$ cat src/sv/lba_pkg.sv
// Shared types, codes and sizes for the LIFO buffer allocator.
package lba_pkg;

   // Pool and stack sizes
   localparam int POOL_BYTES  = 4096;
   localparam int STACK_DEPTH = 64;
   localparam int OFF_W       = 12;
   localparam int DEPTH_W     = $clog2(STACK_DEPTH);
   localparam int KIND_W      = 2;
   localparam int STATUS_W    = 3;
   localparam int COUNT_W     = 6;

   // Offset bit 0 marks a block freed out of order; offsets are 4-byte aligned
   localparam logic [OFF_W-1:0] FREED_MARK  = OFF_W'(1);
   localparam logic [OFF_W-1:0] ALIGN_MASK  = OFF_W'(3);
   localparam logic [OFF_W:0]   BLOCK_EXTRA = (OFF_W+1)'(4);

   // Request kinds
   localparam logic [KIND_W-1:0] KIND_ALLOC  = 2'd0;
   localparam logic [KIND_W-1:0] KIND_FREE   = 2'd1;
   localparam logic [KIND_W-1:0] KIND_REINIT = 2'd2;

   // Response status codes
   localparam logic [STATUS_W-1:0] ST_ALLOC      = 3'd0;
   localparam logic [STATUS_W-1:0] ST_POOL_FULL  = 3'd1;
   localparam logic [STATUS_W-1:0] ST_DEPTH_FULL = 3'd2;
   localparam logic [STATUS_W-1:0] ST_TOP_FREED  = 3'd3;
   localparam logic [STATUS_W-1:0] ST_DEFERRED   = 3'd4;
   localparam logic [STATUS_W-1:0] ST_INVALID    = 3'd5;

   typedef struct packed {
      logic [KIND_W-1:0] kind;
      logic [OFF_W-1:0]  request_size;
      logic [OFF_W-1:0]  block_offset;
   } req_type;

   typedef struct packed {
      logic [STATUS_W-1:0] status;
      logic [OFF_W-1:0]    alloc_offset;
      logic [COUNT_W-1:0]  released_count;
      logic [COUNT_W-1:0]  high_water;
   } rsp_type;

   typedef enum logic [3:0] {
      FSM_IDLE,
      FSM_DISPATCH,
      FSM_ALLOC_EVAL,
      FSM_TOP_CHECK,
      FSM_CASC_READ,
      FSM_CASC_EVAL,
      FSM_SCAN_READ,
      FSM_SCAN_EVAL
   } state_type;

   typedef enum logic [1:0] {
      RD_TOP,
      RD_BELOW_TOP,
      RD_SCAN
   } rd_sel_type;

   typedef enum logic [2:0] {
      OP_NONE,
      OP_PUSH,
      OP_POP,
      OP_CASCADE,
      OP_MARK,
      OP_REINIT,
      OP_SCAN_NEXT
   } op_type;

   // Controller to datapath
   typedef struct packed {
      logic                capture;
      logic                rd_en;
      rd_sel_type          rd_sel;
      op_type              op;
      logic                rsp_en;
      logic [STATUS_W-1:0] rsp_status;
   } cmd_type;

   // Datapath to controller
   typedef struct packed {
      logic [KIND_W-1:0] kind;
      logic              top_zero;
      logic              pool_over;
      logic              depth_over;
      logic              top_match;
      logic              scan_hit;
      logic              scan_last;
      logic              marked;
   } stat_type;

endpackage

$ cat src/sv/lba_ctrl.sv
// Request sequencer for the LIFO buffer allocator.
module lba_ctrl (
   input  logic              clock,
   input  logic              reset,
   input  logic              start,
   output logic              busy,
   input  lba_pkg::stat_type stat,
   output lba_pkg::cmd_type  cmd
);

   lba_pkg::state_type state_ff, state_in;

   // Hold the state register
   always_ff @(posedge clock) begin
      if (reset) begin
         state_ff <= lba_pkg::FSM_IDLE;
      end else begin
         state_ff <= state_in;
      end
   end

   assign busy = (state_ff != lba_pkg::FSM_IDLE);

   // Decide next state and datapath commands
   always_comb begin
      state_in       = state_ff;
      cmd.capture    = 1'b0;
      cmd.rd_en      = 1'b0;
      cmd.rd_sel     = lba_pkg::RD_TOP;
      cmd.op         = lba_pkg::OP_NONE;
      cmd.rsp_en     = 1'b0;
      cmd.rsp_status = lba_pkg::ST_INVALID;
      case (state_ff)
         lba_pkg::FSM_IDLE: begin
            if (start) begin
               cmd.capture = 1'b1;
               state_in    = lba_pkg::FSM_DISPATCH;
            end
         end
         lba_pkg::FSM_DISPATCH: begin
            case (stat.kind)
               lba_pkg::KIND_ALLOC: begin
                  cmd.rd_en  = 1'b1;
                  cmd.rd_sel = lba_pkg::RD_TOP;
                  state_in   = lba_pkg::FSM_ALLOC_EVAL;
               end
               lba_pkg::KIND_FREE: begin
                  if (stat.top_zero) begin
                     cmd.rsp_en     = 1'b1;
                     cmd.rsp_status = lba_pkg::ST_INVALID;
                     state_in       = lba_pkg::FSM_IDLE;
                  end else begin
                     cmd.rd_en  = 1'b1;
                     cmd.rd_sel = lba_pkg::RD_BELOW_TOP;
                     state_in   = lba_pkg::FSM_TOP_CHECK;
                  end
               end
               lba_pkg::KIND_REINIT: begin
                  cmd.op         = lba_pkg::OP_REINIT;
                  cmd.rsp_en     = 1'b1;
                  cmd.rsp_status = lba_pkg::ST_ALLOC;
                  state_in       = lba_pkg::FSM_IDLE;
               end
               default: begin
                  cmd.rsp_en     = 1'b1;
                  cmd.rsp_status = lba_pkg::ST_INVALID;
                  state_in       = lba_pkg::FSM_IDLE;
               end
            endcase
         end
         lba_pkg::FSM_ALLOC_EVAL: begin
            cmd.rsp_en = 1'b1;
            state_in   = lba_pkg::FSM_IDLE;
            if (stat.pool_over) begin
               cmd.rsp_status = lba_pkg::ST_POOL_FULL;
            end else if (stat.depth_over) begin
               cmd.rsp_status = lba_pkg::ST_DEPTH_FULL;
            end else begin
               cmd.op         = lba_pkg::OP_PUSH;
               cmd.rsp_status = lba_pkg::ST_ALLOC;
            end
         end
         lba_pkg::FSM_TOP_CHECK: begin
            if (stat.top_match) begin
               cmd.op   = lba_pkg::OP_POP;
               state_in = lba_pkg::FSM_CASC_READ;
            end else begin
               state_in = lba_pkg::FSM_SCAN_READ;
            end
         end
         lba_pkg::FSM_CASC_READ: begin
            if (stat.top_zero) begin
               cmd.rsp_en     = 1'b1;
               cmd.rsp_status = lba_pkg::ST_TOP_FREED;
               state_in       = lba_pkg::FSM_IDLE;
            end else begin
               cmd.rd_en  = 1'b1;
               cmd.rd_sel = lba_pkg::RD_BELOW_TOP;
               state_in   = lba_pkg::FSM_CASC_EVAL;
            end
         end
         lba_pkg::FSM_CASC_EVAL: begin
            if (stat.marked) begin
               cmd.op   = lba_pkg::OP_CASCADE;
               state_in = lba_pkg::FSM_CASC_READ;
            end else begin
               cmd.rsp_en     = 1'b1;
               cmd.rsp_status = lba_pkg::ST_TOP_FREED;
               state_in       = lba_pkg::FSM_IDLE;
            end
         end
         lba_pkg::FSM_SCAN_READ: begin
            cmd.rd_en  = 1'b1;
            cmd.rd_sel = lba_pkg::RD_SCAN;
            state_in   = lba_pkg::FSM_SCAN_EVAL;
         end
         lba_pkg::FSM_SCAN_EVAL: begin
            if (stat.scan_hit) begin
               cmd.op         = lba_pkg::OP_MARK;
               cmd.rsp_en     = 1'b1;
               cmd.rsp_status = lba_pkg::ST_DEFERRED;
               state_in       = lba_pkg::FSM_IDLE;
            end else if (stat.scan_last) begin
               cmd.rsp_en     = 1'b1;
               cmd.rsp_status = lba_pkg::ST_INVALID;
               state_in       = lba_pkg::FSM_IDLE;
            end else begin
               cmd.op   = lba_pkg::OP_SCAN_NEXT;
               state_in = lba_pkg::FSM_SCAN_READ;
            end
         end
         default: begin
            state_in = lba_pkg::FSM_IDLE;
         end
      endcase
   end

endmodule

$ cat src/sv/lba_datapath.sv
// Offset stack memory, depth counters and response register of the allocator.
module lba_datapath (
   input  logic              clock,
   input  logic              reset,
   input  lba_pkg::req_type  req_payload,
   input  lba_pkg::cmd_type  cmd,
   output lba_pkg::stat_type stat,
   output logic              rsp_strobe,
   output lba_pkg::rsp_type  rsp_payload
);

   logic [lba_pkg::OFF_W-1:0]   mem [lba_pkg::STACK_DEPTH];

   lba_pkg::req_type            req_ff;
   logic [lba_pkg::DEPTH_W-1:0] top_ff, top_in;
   logic [lba_pkg::DEPTH_W-1:0] peak_ff, peak_in;
   logic [lba_pkg::DEPTH_W-1:0] scan_ff, scan_in;
   logic [lba_pkg::DEPTH_W-1:0] released_ff, released_in;
   logic                        zero_valid_ff;
   logic                        rd_zero_ff;
   logic [lba_pkg::OFF_W-1:0]   rd_data_ff;
   lba_pkg::rsp_type            rsp_ff;
   logic                        rsp_strobe_ff;

   logic [lba_pkg::DEPTH_W-1:0] rd_addr;
   logic [lba_pkg::DEPTH_W-1:0] top_inc;
   logic [lba_pkg::DEPTH_W-1:0] top_dec;
   logic [lba_pkg::OFF_W-1:0]   entry;
   logic [lba_pkg::OFF_W-1:0]   used;
   logic [lba_pkg::OFF_W:0]     size_round;
   logic [lba_pkg::OFF_W:0]     new_end;
   logic                        wr_en;
   logic [lba_pkg::DEPTH_W-1:0] wr_addr;
   logic [lba_pkg::OFF_W-1:0]   wr_data;

   assign top_inc = top_ff + lba_pkg::DEPTH_W'(1);
   assign top_dec = top_ff - lba_pkg::DEPTH_W'(1);

   // Select the read address
   always_comb begin
      case (cmd.rd_sel)
         lba_pkg::RD_TOP:       rd_addr = top_ff;
         lba_pkg::RD_BELOW_TOP: rd_addr = top_dec;
         lba_pkg::RD_SCAN:      rd_addr = scan_ff;
         default:               rd_addr = top_ff;
      endcase
   end

   // Entry zero reads as zero until first written
   assign entry      = rd_zero_ff ? '0 : rd_data_ff;
   assign used       = entry & ~lba_pkg::ALIGN_MASK;
   assign size_round = {1'b0, req_ff.request_size & ~lba_pkg::ALIGN_MASK}
                       + lba_pkg::BLOCK_EXTRA;
   assign new_end    = {1'b0, used} + size_round;

   // Report conditions to the controller
   always_comb begin
      stat.kind       = req_ff.kind;
      stat.top_zero   = (top_ff == '0);
      stat.pool_over  = (new_end > (lba_pkg::OFF_W+1)'(lba_pkg::POOL_BYTES - 1));
      stat.depth_over = ({1'b0, top_ff} + (lba_pkg::DEPTH_W+1)'(1))
                        > (lba_pkg::DEPTH_W+1)'(lba_pkg::STACK_DEPTH - 1);
      stat.top_match  = (entry == req_ff.block_offset);
      stat.marked     = ((entry & lba_pkg::FREED_MARK) != '0);
      stat.scan_hit   = (entry == req_ff.block_offset) && !stat.marked;
      stat.scan_last  = (scan_ff == top_dec);
   end

   // Apply the commanded operation
   always_comb begin
      wr_en       = 1'b0;
      wr_addr     = top_ff;
      wr_data     = '0;
      top_in      = top_ff;
      peak_in     = peak_ff;
      scan_in     = scan_ff;
      released_in = released_ff;
      case (cmd.op)
         lba_pkg::OP_PUSH: begin
            wr_en   = 1'b1;
            wr_addr = top_inc;
            wr_data = new_end[lba_pkg::OFF_W-1:0];
            top_in  = top_inc;
            if (top_inc > peak_ff) begin
               peak_in = top_inc;
            end
         end
         lba_pkg::OP_POP: begin
            top_in = top_dec;
         end
         lba_pkg::OP_CASCADE: begin
            wr_en       = 1'b1;
            wr_addr     = top_dec;
            wr_data     = entry & ~lba_pkg::FREED_MARK;
            top_in      = top_dec;
            released_in = released_ff + lba_pkg::DEPTH_W'(1);
         end
         lba_pkg::OP_MARK: begin
            wr_en   = 1'b1;
            wr_addr = scan_ff;
            wr_data = entry | lba_pkg::FREED_MARK;
         end
         lba_pkg::OP_REINIT: begin
            wr_en   = 1'b1;
            wr_addr = '0;
            wr_data = '0;
            top_in  = '0;
         end
         lba_pkg::OP_SCAN_NEXT: begin
            scan_in = scan_ff + lba_pkg::DEPTH_W'(1);
         end
         default: begin
            wr_en = 1'b0;
         end
      endcase
      if (cmd.capture) begin
         scan_in     = '0;
         released_in = '0;
      end
   end

   // Write and read the offset stack
   always_ff @(posedge clock) begin
      if (wr_en) begin
         mem[wr_addr] <= wr_data;
      end
      if (cmd.rd_en) begin
         rd_data_ff <= mem[rd_addr];
         rd_zero_ff <= (rd_addr == '0) && !zero_valid_ff;
      end
   end

   // Advance control registers
   always_ff @(posedge clock) begin
      if (reset) begin
         top_ff        <= '0;
         peak_ff       <= '0;
         zero_valid_ff <= 1'b0;
         rsp_strobe_ff <= 1'b0;
      end else begin
         top_ff        <= top_in;
         peak_ff       <= peak_in;
         rsp_strobe_ff <= cmd.rsp_en;
         if (wr_en && (wr_addr == '0)) begin
            zero_valid_ff <= 1'b1;
         end
      end
   end

   // Hold request, scan position, cascade count and response payload
   always_ff @(posedge clock) begin
      if (cmd.capture) begin
         req_ff <= req_payload;
      end
      scan_ff     <= scan_in;
      released_ff <= released_in;
      if (cmd.rsp_en) begin
         rsp_ff.status         <= cmd.rsp_status;
         rsp_ff.alloc_offset   <= (cmd.rsp_status == lba_pkg::ST_ALLOC
                                   && req_ff.kind == lba_pkg::KIND_ALLOC) ? used : '0;
         rsp_ff.released_count <= (cmd.rsp_status == lba_pkg::ST_TOP_FREED)
                                  ? lba_pkg::COUNT_W'(released_in) : '0;
         rsp_ff.high_water     <= lba_pkg::COUNT_W'(peak_in);
      end
   end

   assign rsp_strobe  = rsp_strobe_ff;
   assign rsp_payload = rsp_ff;

endmodule

$ cat src/sv/lifo_buffer_allocator_core.sv
// Top level of the LIFO buffer allocator: sequencer plus offset-stack datapath.
//
//  channel   ports                      handshake
//  request   req_payload, start, busy   taken when start is high and busy is low
//  response  rsp_payload, rsp_strobe    one cycle per request, cannot be held off
//
// A request runs one at a time through the sequencer; each stack memory read takes an
// address state, then a state that uses the registered data. Allocate reads the top
// entry first; reinit, unused kind and empty-stack free respond from dispatch. Free of
// the top block pops it and then each marked block beneath it. Deferred or unmatched
// free scans the stack entries from the bottom up to the one below the top.
// busy drops as the response strobe rises. Reset clears the stack and high-water.
module lifo_buffer_allocator_core (
   input  logic             clock,
   input  logic             reset,
   input  logic             start,
   output logic             busy,
   input  lba_pkg::req_type req_payload,
   output logic             rsp_strobe,
   output lba_pkg::rsp_type rsp_payload
);

   lba_pkg::cmd_type  cmd;
   lba_pkg::stat_type stat;

   lba_ctrl u_ctrl (
      .clock (clock),
      .reset (reset),
      .start (start),
      .busy  (busy),
      .stat  (stat),
      .cmd   (cmd)
   );

   lba_datapath u_datapath (
      .clock       (clock),
      .reset       (reset),
      .req_payload (req_payload),
      .cmd         (cmd),
      .stat        (stat),
      .rsp_strobe  (rsp_strobe),
      .rsp_payload (rsp_payload)
   );

   // An accepted request keeps the block busy in the next cycle
   a_accept_busy: assert property (@(posedge clock) disable iff (reset)
      start && !busy |=> busy)
      else $error("request accepted but block not busy");

   // The response strobe coincides with the return to idle
   a_strobe_idle: assert property (@(posedge clock) disable iff (reset)
      rsp_strobe |-> !busy)
      else $error("response strobe while busy");

   // Offset only on a successful allocation
   a_offset_zero: assert property (@(posedge clock) disable iff (reset)
      rsp_strobe && rsp_payload.status != lba_pkg::ST_ALLOC
      |-> rsp_payload.alloc_offset == '0)
      else $error("offset reported without allocation");

   // Cascade count only on a top free
   a_count_zero: assert property (@(posedge clock) disable iff (reset)
      rsp_strobe && rsp_payload.status != lba_pkg::ST_TOP_FREED
      |-> rsp_payload.released_count == '0)
      else $error("released count reported without top free");

endmodule

$ cat config.mk
export PLATFORM = sky130hd
export DESIGN_NAME = lifo_buffer_allocator_core
export DESIGN_NICKNAME = d
export VERILOG_FILES = /design/src/sv/lba_pkg.sv /design/src/sv/lba_ctrl.sv /design/src/sv/lba_datapath.sv /design/src/sv/lifo_buffer_allocator_core.sv
export SDC_FILE = /design/constraint.sdc
export NUM_CORES = 1
export LEC_CHECK = 0
export BUFFER_PORTS_ARGS = -buffer_cell sky130_fd_sc_hd__buf_2
export CELL_PAD_IN_SITES_DETAIL_PLACEMENT = 1
export CELL_PAD_IN_SITES_GLOBAL_PLACEMENT = 1
export CORE_ASPECT_RATIO = 1.25
export CORE_MARGIN = 5
export CORE_UTILIZATION = 47
export DETAILED_ROUTE_END_ITERATION = 10
export GPL_TIMING_DRIVEN = 0
export HOLD_SLACK_MARGIN = 0.15
export PLACE_DENSITY_LB_ADDON = 0.1
export SYNTH_ARGS = -nofsm -noshare
export SYNTH_HDL_FRONTEND = slang
export SYNTH_SLANG_ARGS = --single-unit
$ cat constraint.sdc
create_clock -name clock -period 5.9 [get_ports clock]
set_input_delay 1.18 -clock clock [delete_from_list [all_inputs] [get_ports clock]]
set_output_delay 1.18 -clock clock [all_outputs]
set_load 0.03 [all_outputs]
; Yosys cells after proc, flatten, opt, wreduce, memory -nomap -nowiden
; Memory sizes are Yosys's and may differ from the RTL's. A register that Yosys moved wholly into a read port is not among the register bits.
; Index checks and enable logic that the tools add are counted.
; W data, S select, Z words.
[op_classes]
addsub = 7
magnitude_cmp = 3
n_eq_ne = 21
n_mux = 42
reduce_logical = 16
[ops]
columns = op, count
row1 = $pmux W12 S3, 1
row2 = $pmux W4 S7, 1
row3 = $mux W3, 8
row4 = $mux W6, 4
row5 = $pmux W6 S4, 1
row6 = $mux W4, 5
row7 = $pmux W4 S5, 1
row8 = $add A6 B1 Y6 const B, 3
row9 = $logic_not A6 Y1, 3
row10 = $pmux W6 S3, 1
row11 = $eq A4 B3 Y1 const B, 4
row12 = $pmux W3 S5, 1
row13 = $add A12 B13 Y13, 1
row14 = $add A12 B3 Y13 const B, 1
row15 = $gt A13 B12 Y1 const B, 1
row16 = $eq A12 B12 Y1, 1
row17 = $mux W12, 1
row18 = $mux W2, 6
row19 = $pmux W4 S3, 1
row20 = $pmux W6 S2, 1
row21 = $eq A3 B2 Y1 const B, 3
row22 = $eq A3 B3 Y1 const B, 3
row23 = $pmux W3 S3, 1
row24 = $eq A4 B2 Y1 const B, 2
row25 = other kinds (23), 34
[word_totals]
register_bits = 84
ram_bits = 768
n_memories = 1
[memory_table]
columns = name, words, word_bits, rd, rd_ports_with_merged_regs, write_ports, line
row1 = u_datapath.mem, 64, 12, 1, 1, 1, lba_datapath.sv:12  ; logic [lba_pkg::OFF_W-1:0] mem [lba_pkg::STACK_DEPTH];

; Logic depth before layout (Yosys ltp)
[depth]
word_depth = 10
mapped_depth = 18
mapped_depth_nobuf = 15

; Modules after synthesis
; From an unflattened synthesis, not the netlist that was laid out.
[hier_totals]
cells_unflattened = 2287
area_unflattened_um2 = 35317.6
[modules_own_cells]
columns = mod, n_inst, cells_each, area_per_inst_um2
row1 = lba_datapath, 1, 2225, 34862.2
row2 = lba_ctrl, 1, 62, 455.4

; Worst setup path after synthesis
; Ideal clock, no wire load.
[synth_timing]
path_kind = reg2reg
from = register u_datapath.rd_zero_ff
to = memory u_datapath.mem[0][1] (netlist bit), data pin
arrival_ns = 5.732
required_ns = 5.188
slack_ns = -0.544
stages_incl_launch_ff = 8
path_buffers = 2
path_cell_list = edfxtp_1 > buf_6 > or4_1 > a32o_2 > nor4_4 > nor2_1 > clkbuf_1 > nor3b_1
[synth_via]
elab_chain_len = 7
elab_cells_between_ends = 15
classes_between = add/sub (1) / order compare (1) / eq/ne (4) / mux (7) / reduce/logical (2)
[synth_rtl]
columns = item, line
row1 = "start, declared", lba_datapath.sv:20  ; logic rd_zero_ff;
row2 = "start signal, assigned", lba_datapath.sv:129  ; rd_zero_ff <= (rd_addr == '0) && !zero_valid_ff;
row3 = $mux W12 (*), lba_datapath.sv:50  ; assign entry = rd_zero_ff ? '0 : rd_data_ff;
row4 = "$add A12 B13 Y13, or another cell as far along", lba_datapath.sv:54  ; assign new_end = {1'b0, used} + size_round;
row5 = $gt A13 B12 Y1 or $logic_and A1 B1 Y1 (tied branches), "lba_datapath.sv:60, lba_datapath.sv:65"
row6 = $mux W3 or $mux W7 (tied branches), "lba_ctrl.sv:74, lba_ctrl.sv:118"
row7 = $pmux W3 S5, lba_ctrl.sv:33  ; case (state_ff)
row8 = "$eq A3 B3 Y1, or another cell as far along", lba_datapath.sv:78  ; case (cmd.op)
row9 = $pmux W12 S3 (*), lba_datapath.sv:78
row10 = via u_datapath.wr_data (one bit), lba_datapath.sv:34  ; logic [lba_pkg::OFF_W-1:0] wr_data;
row11 = "end, declared", lba_datapath.sv:12
; The timed path passes the listed nets; every way through them passes the cells marked *.

; Worst setup path after layout
[layout_timing]
from = register u_datapath.top_ff[0] (netlist bit)
to = register u_datapath.rd_data_ff[6] (netlist bit), read port of u_datapath.mem, data pin
[layout_via]
elab_chain_len = 6
elab_cells_between_ends = 8
classes_between = add/sub (1) / eq/ne (2) / mux (4) / reduce/logical (1)
[layout_rtl]
columns = item, line
row1 = "start, declared", lba_datapath.sv:15  ; logic [lba_pkg::DEPTH_W-1:0] top_ff, top_in;
row2 = "start signal, assigned", lba_datapath.sv:141  ; top_ff <= top_in;
row3 = $logic_not A6 Y1, lba_datapath.sv:59  ; stat.top_zero = (top_ff == '0);
row4 = $mux W3, "lba_ctrl.sv:48, lba_ctrl.sv:92"
row5 = $pmux W3 S2, lba_ctrl.sv:41  ; case (stat.kind)
row6 = $pmux W3 S3, lba_ctrl.sv:33
row7 = $eq A2 B2 Y1 or $eq A2 B1 Y1 (tied branches), lba_datapath.sv:41  ; case (cmd.rd_sel)
row8 = $pmux W6 S2, lba_datapath.sv:41
row9 = "end, declared", lba_datapath.sv:21  ; logic [lba_pkg::OFF_W-1:0] rd_data_ff;
; Parallel ways exist; a longest one is shown, timed or not.
; A chain may end at the register's enable or synchronous reset.

==> flow_metrics.env <==
export IMPL_status="finished, final reports clean"
export IMPL_cts_buffers=86
export IMPL_grt_pass1_wl_um=143000
export IMPL_tightest_slew_ps=1270
export IMPL_ys_flop_type="edfxtp_1"
export IMPL_critPathLaunchType="flop"
export IMPL_min_path_type="reg2reg"
export IMPL_intPower_mw=9.62
export IMPL_crit_required_ps=6380
export IMPL_cpMaxStageDelayCell="a211oi_1"
export IMPL_critPathArrivalTime_ps=6150
export IMPL_ir_drop_mv=0.303
export IMPL_yosysWarnings=0
export IMPL_drt_pass1_iterations=5
export IMPL_gp_congestion=0.864
export IMPL_hpwl_um=68300
export IMPL_cts_max_level=3
export IMPL_syn_avg_cell_area_um2=18.5
export IMPL_fin_skew_ps=28.2
export IMPL_nets=2203
export IMPL_cts_buffer_depth=3
export IMPL_drt_wl_total_um=97500
export IMPL_syn_area_mm2=0.0355
export IMPL_top_level_ports=58
export IMPL_stdcell_count=3177
export IMPL_power_density_mw_per_mm2=291
export IMPL_fin_crit_sh_pct=96.1
export IMPL_finalHoldViolCount=0
export IMPL_p_sw_mw=2.50
export IMPL_area_growth_pct=17.1
export IMPL_crit_chain="buf_4, clkinv_1, ha_1, and4_1, nor3_2, ha_1, buf_2, a22oi_1, o21ai_2, clkbuf_1, clkbuf_1, mux4_2, mux2i_1, a211oi_1, a211oi_1, a21oi_1"
export IMPL_drv_slew=0
export IMPL_syn_inst=1925
export IMPL_ctsHoldBuffers=0
export IMPL_start_util_pct=47.5
export IMPL_coreArea_mm2=0.0748
export IMPL_cts_root_buffer="clkbuf_16"
export IMPL_path_class="reg2reg"
export IMPL_grt_antenna_before_repair=1
export IMPL_dp_cells=2981
export IMPL_drt_iter0_drc=1571
export IMPL_dieHeight_um=317
export IMPL_drv_cap=0
export IMPL_crit_path_end_kind="flop"
export IMPL_grt_pass1_vias=20543
export IMPL_pwr_share_clk_pct=42.7
export IMPL_cp_top_family="buffers and inverters"
export IMPL_max_freq_ghz=0.176
export IMPL_synth_largest_area_cell="edfxtp_1"
export IMPL_slowest_delay_ps=750
export IMPL_ant_nets=0
export IMPL_p_leak_nw=13.0
export IMPL_track_usage_pct=23.8
export IMPL_avgRoutedWirePerCell_um=30.7
export IMPL_die_area_mm2=0.0812
export IMPL_cts_tree="done"
export IMPL_grt_overflow_total=0
export IMPL_synth_distinct_cells=88
export IMPL_synth_area_leaders="edfxtp_1, mux4_2, a211oi_1"
export IMPL_setup_viol=0
export IMPL_cts_reportedPaths_clkPinSlew_ps=60
export IMPL_slew_headroom_pct=15.4
export IMPL_viasPerCell=6.07
export IMPL_synth_most_common_cell="edfxtp_1"
export IMPL_layout_drive_gt1_share_pct=28.0
export IMPL_synth_top_area_share_pct=70.1
export IMPL_grt_max_degree=34
export IMPL_synth_common_cells="edfxtp_1, mux4_2, nor2_1"
export IMPL_port_buffers=53
export IMPL_vias=19293
export IMPL_seqPwrFrac_pct=54.9
export IMPL_synth_async_reset_ratio_pct=0
export IMPL_drc=0
export IMPL_fin_tns_setup_ps=0
export IMPL_clkSinkCount=859
export IMPL_path_buf_inv=5
export IMPL_critPathMaxFanout=10
export IMPL_comb_power_share_pct=2.4
export IMPL_clk_latency_ps=660
export IMPL_holdWs_ps=495
export IMPL_yosys_register_bits=859
export IMPL_synth_edf_count=830
export IMPL_rsz0062_at_grt="false"
export IMPL_swShare_pct=20.6
export IMPL_period_minus_slack_ps=5670
export IMPL_rows=112
export IMPL_die_w_um=256
export IMPL_ys_seq_area_share_pct=71.8
==> cell families after synthesis <==
kind of cell             share of synthesized area [%]
flip-flops                                        71.8
AND/OR/NAND/NOR                                   5.23
AO/OA/AOI/OAI                                     5.31
multiplexers                                      13.6
buffers and inverters                             1.89
XOR/XNOR                                         0.951
adder cells (fa/ha/maj)                           1.22
other                                           0.0106
==> flip-flops by register name (all words and copies together) (netlist names) <==
signal,cells
u_datapath.mem,768
u_datapath.rsp_payload,25
u_datapath.req_ff,22
u_datapath.rd_data_ff,12
u_datapath.peak_ff,6
u_datapath.released_ff,6
u_datapath.scan_ff,6
u_datapath.top_ff,6
u_ctrl.state_ff,3
u_datapath.stat,2
u_datapath.rd_zero_ff,1
u_datapath.rsp_strobe,1
u_datapath.zero_valid_ff,1
==> metrics by stage <==
step | setup slack [ps] | instance area (µm²) | utilization (%) | total power [mW]
2_1_floorplan | 452 | 35500 | - | 6.95
3_3_place_gp | -4800 | 37000 | 49.5 | 7.04
3_5_place_dp | -985 | 37900 | 50.6 | 7.06
4_1_cts | -1.38 | 41600 | 55.5 | 12.2
5_1_grt | 6.16 | 41600 | 55.6 | 12.5
6_report | 227 | 41600 | 55.6 | 12.1
==> per-layer routing <==
metal	GRT usage, %	vias up	wire, µm
met5	0	-	0
met4	10.1	0	4270
met3	3.56	179	4910
met2	40.7	606	49900
met1	30.7	10257	38400
li1	-	8251	-
==> cell usage in the layout, fill, tap and decap left out, types with 8 or more instances in the layout <==
cell,n
o21ai_0,15
ha_1,33
inv_1,30
xnor2_1,16
nor2_1,62
buf_2,78
o22ai_4,10
a211oi_1,87
buf_6,15
dfxtp_1,29
clkbuf_16,87
xor2_1,20
clkinv_2,14
nand2b_1,22
nor3_4,9
nor2b_1,63
clkbuf_2,15
mux4_2,192
nor2_4,49
buf_4,35
a21o_1,8
nand2_1,37
a21oi_1,76
clkinv_1,29
mux2i_1,49
nor3_1,19
clkbuf_1,52
nand3_1,12
edfxtp_1,830
buf_16,14
nand4_1,8
buf_12,32
==> area by class of cell <==
class,count,area [µm²]
diodes,1,2.50
repair buffers,127,1550
fillers,6633,33200
inverters,33,124
well taps,969,1210
plain buffers,108,576
clock inverters,57,393
clock buffers,98,2220
multi-input cells,925,10000
flip-flops and latches,859,25500
==> power groups by stage <==
stage                     Clock (mW)  Sequential, mW  Combinational [mW]
after detailed placement           0            6.78               0.283
after global placement             0            6.78               0.258
after CTS                       5.27            6.65               0.294
after floorplan                    0            6.79               0.158
after global routing            5.55            6.65               0.312
final                           5.17            6.65               0.293
==> worst paths after layout <==
kind         cells after the start                startpoint  slack [ps]                       end
min reg2reg                      2  u_datapath.zero_valid_ff         500  u_datapath.zero_valid_ff
max                             16      u_datapath.top_ff[0]         230  u_datapath.rd_data_ff[6]
max reg2reg                     16      u_datapath.top_ff[0]         230  u_datapath.rd_data_ff[6]
min                              2  u_datapath.zero_valid_ff         500  u_datapath.zero_valid_ff
==> timing repair <==
item | in CTS | in global routing
endpoints found under the setup margin | 777 | 836
setup buffers | 39 | 1
pin swaps | 22 | 2
gates resized for setup | 131 | 12
==> worst reg2reg max path, delay by kind of cell (launching register included) <==
family          cells  cell delay [ps]
compound gates      5             1560
buf+inv             5             1990
simple gates        2              590
fa+ha+maj           2              540
flops               1              360
mux                 2              480
(Power assumes the default switching activity.)
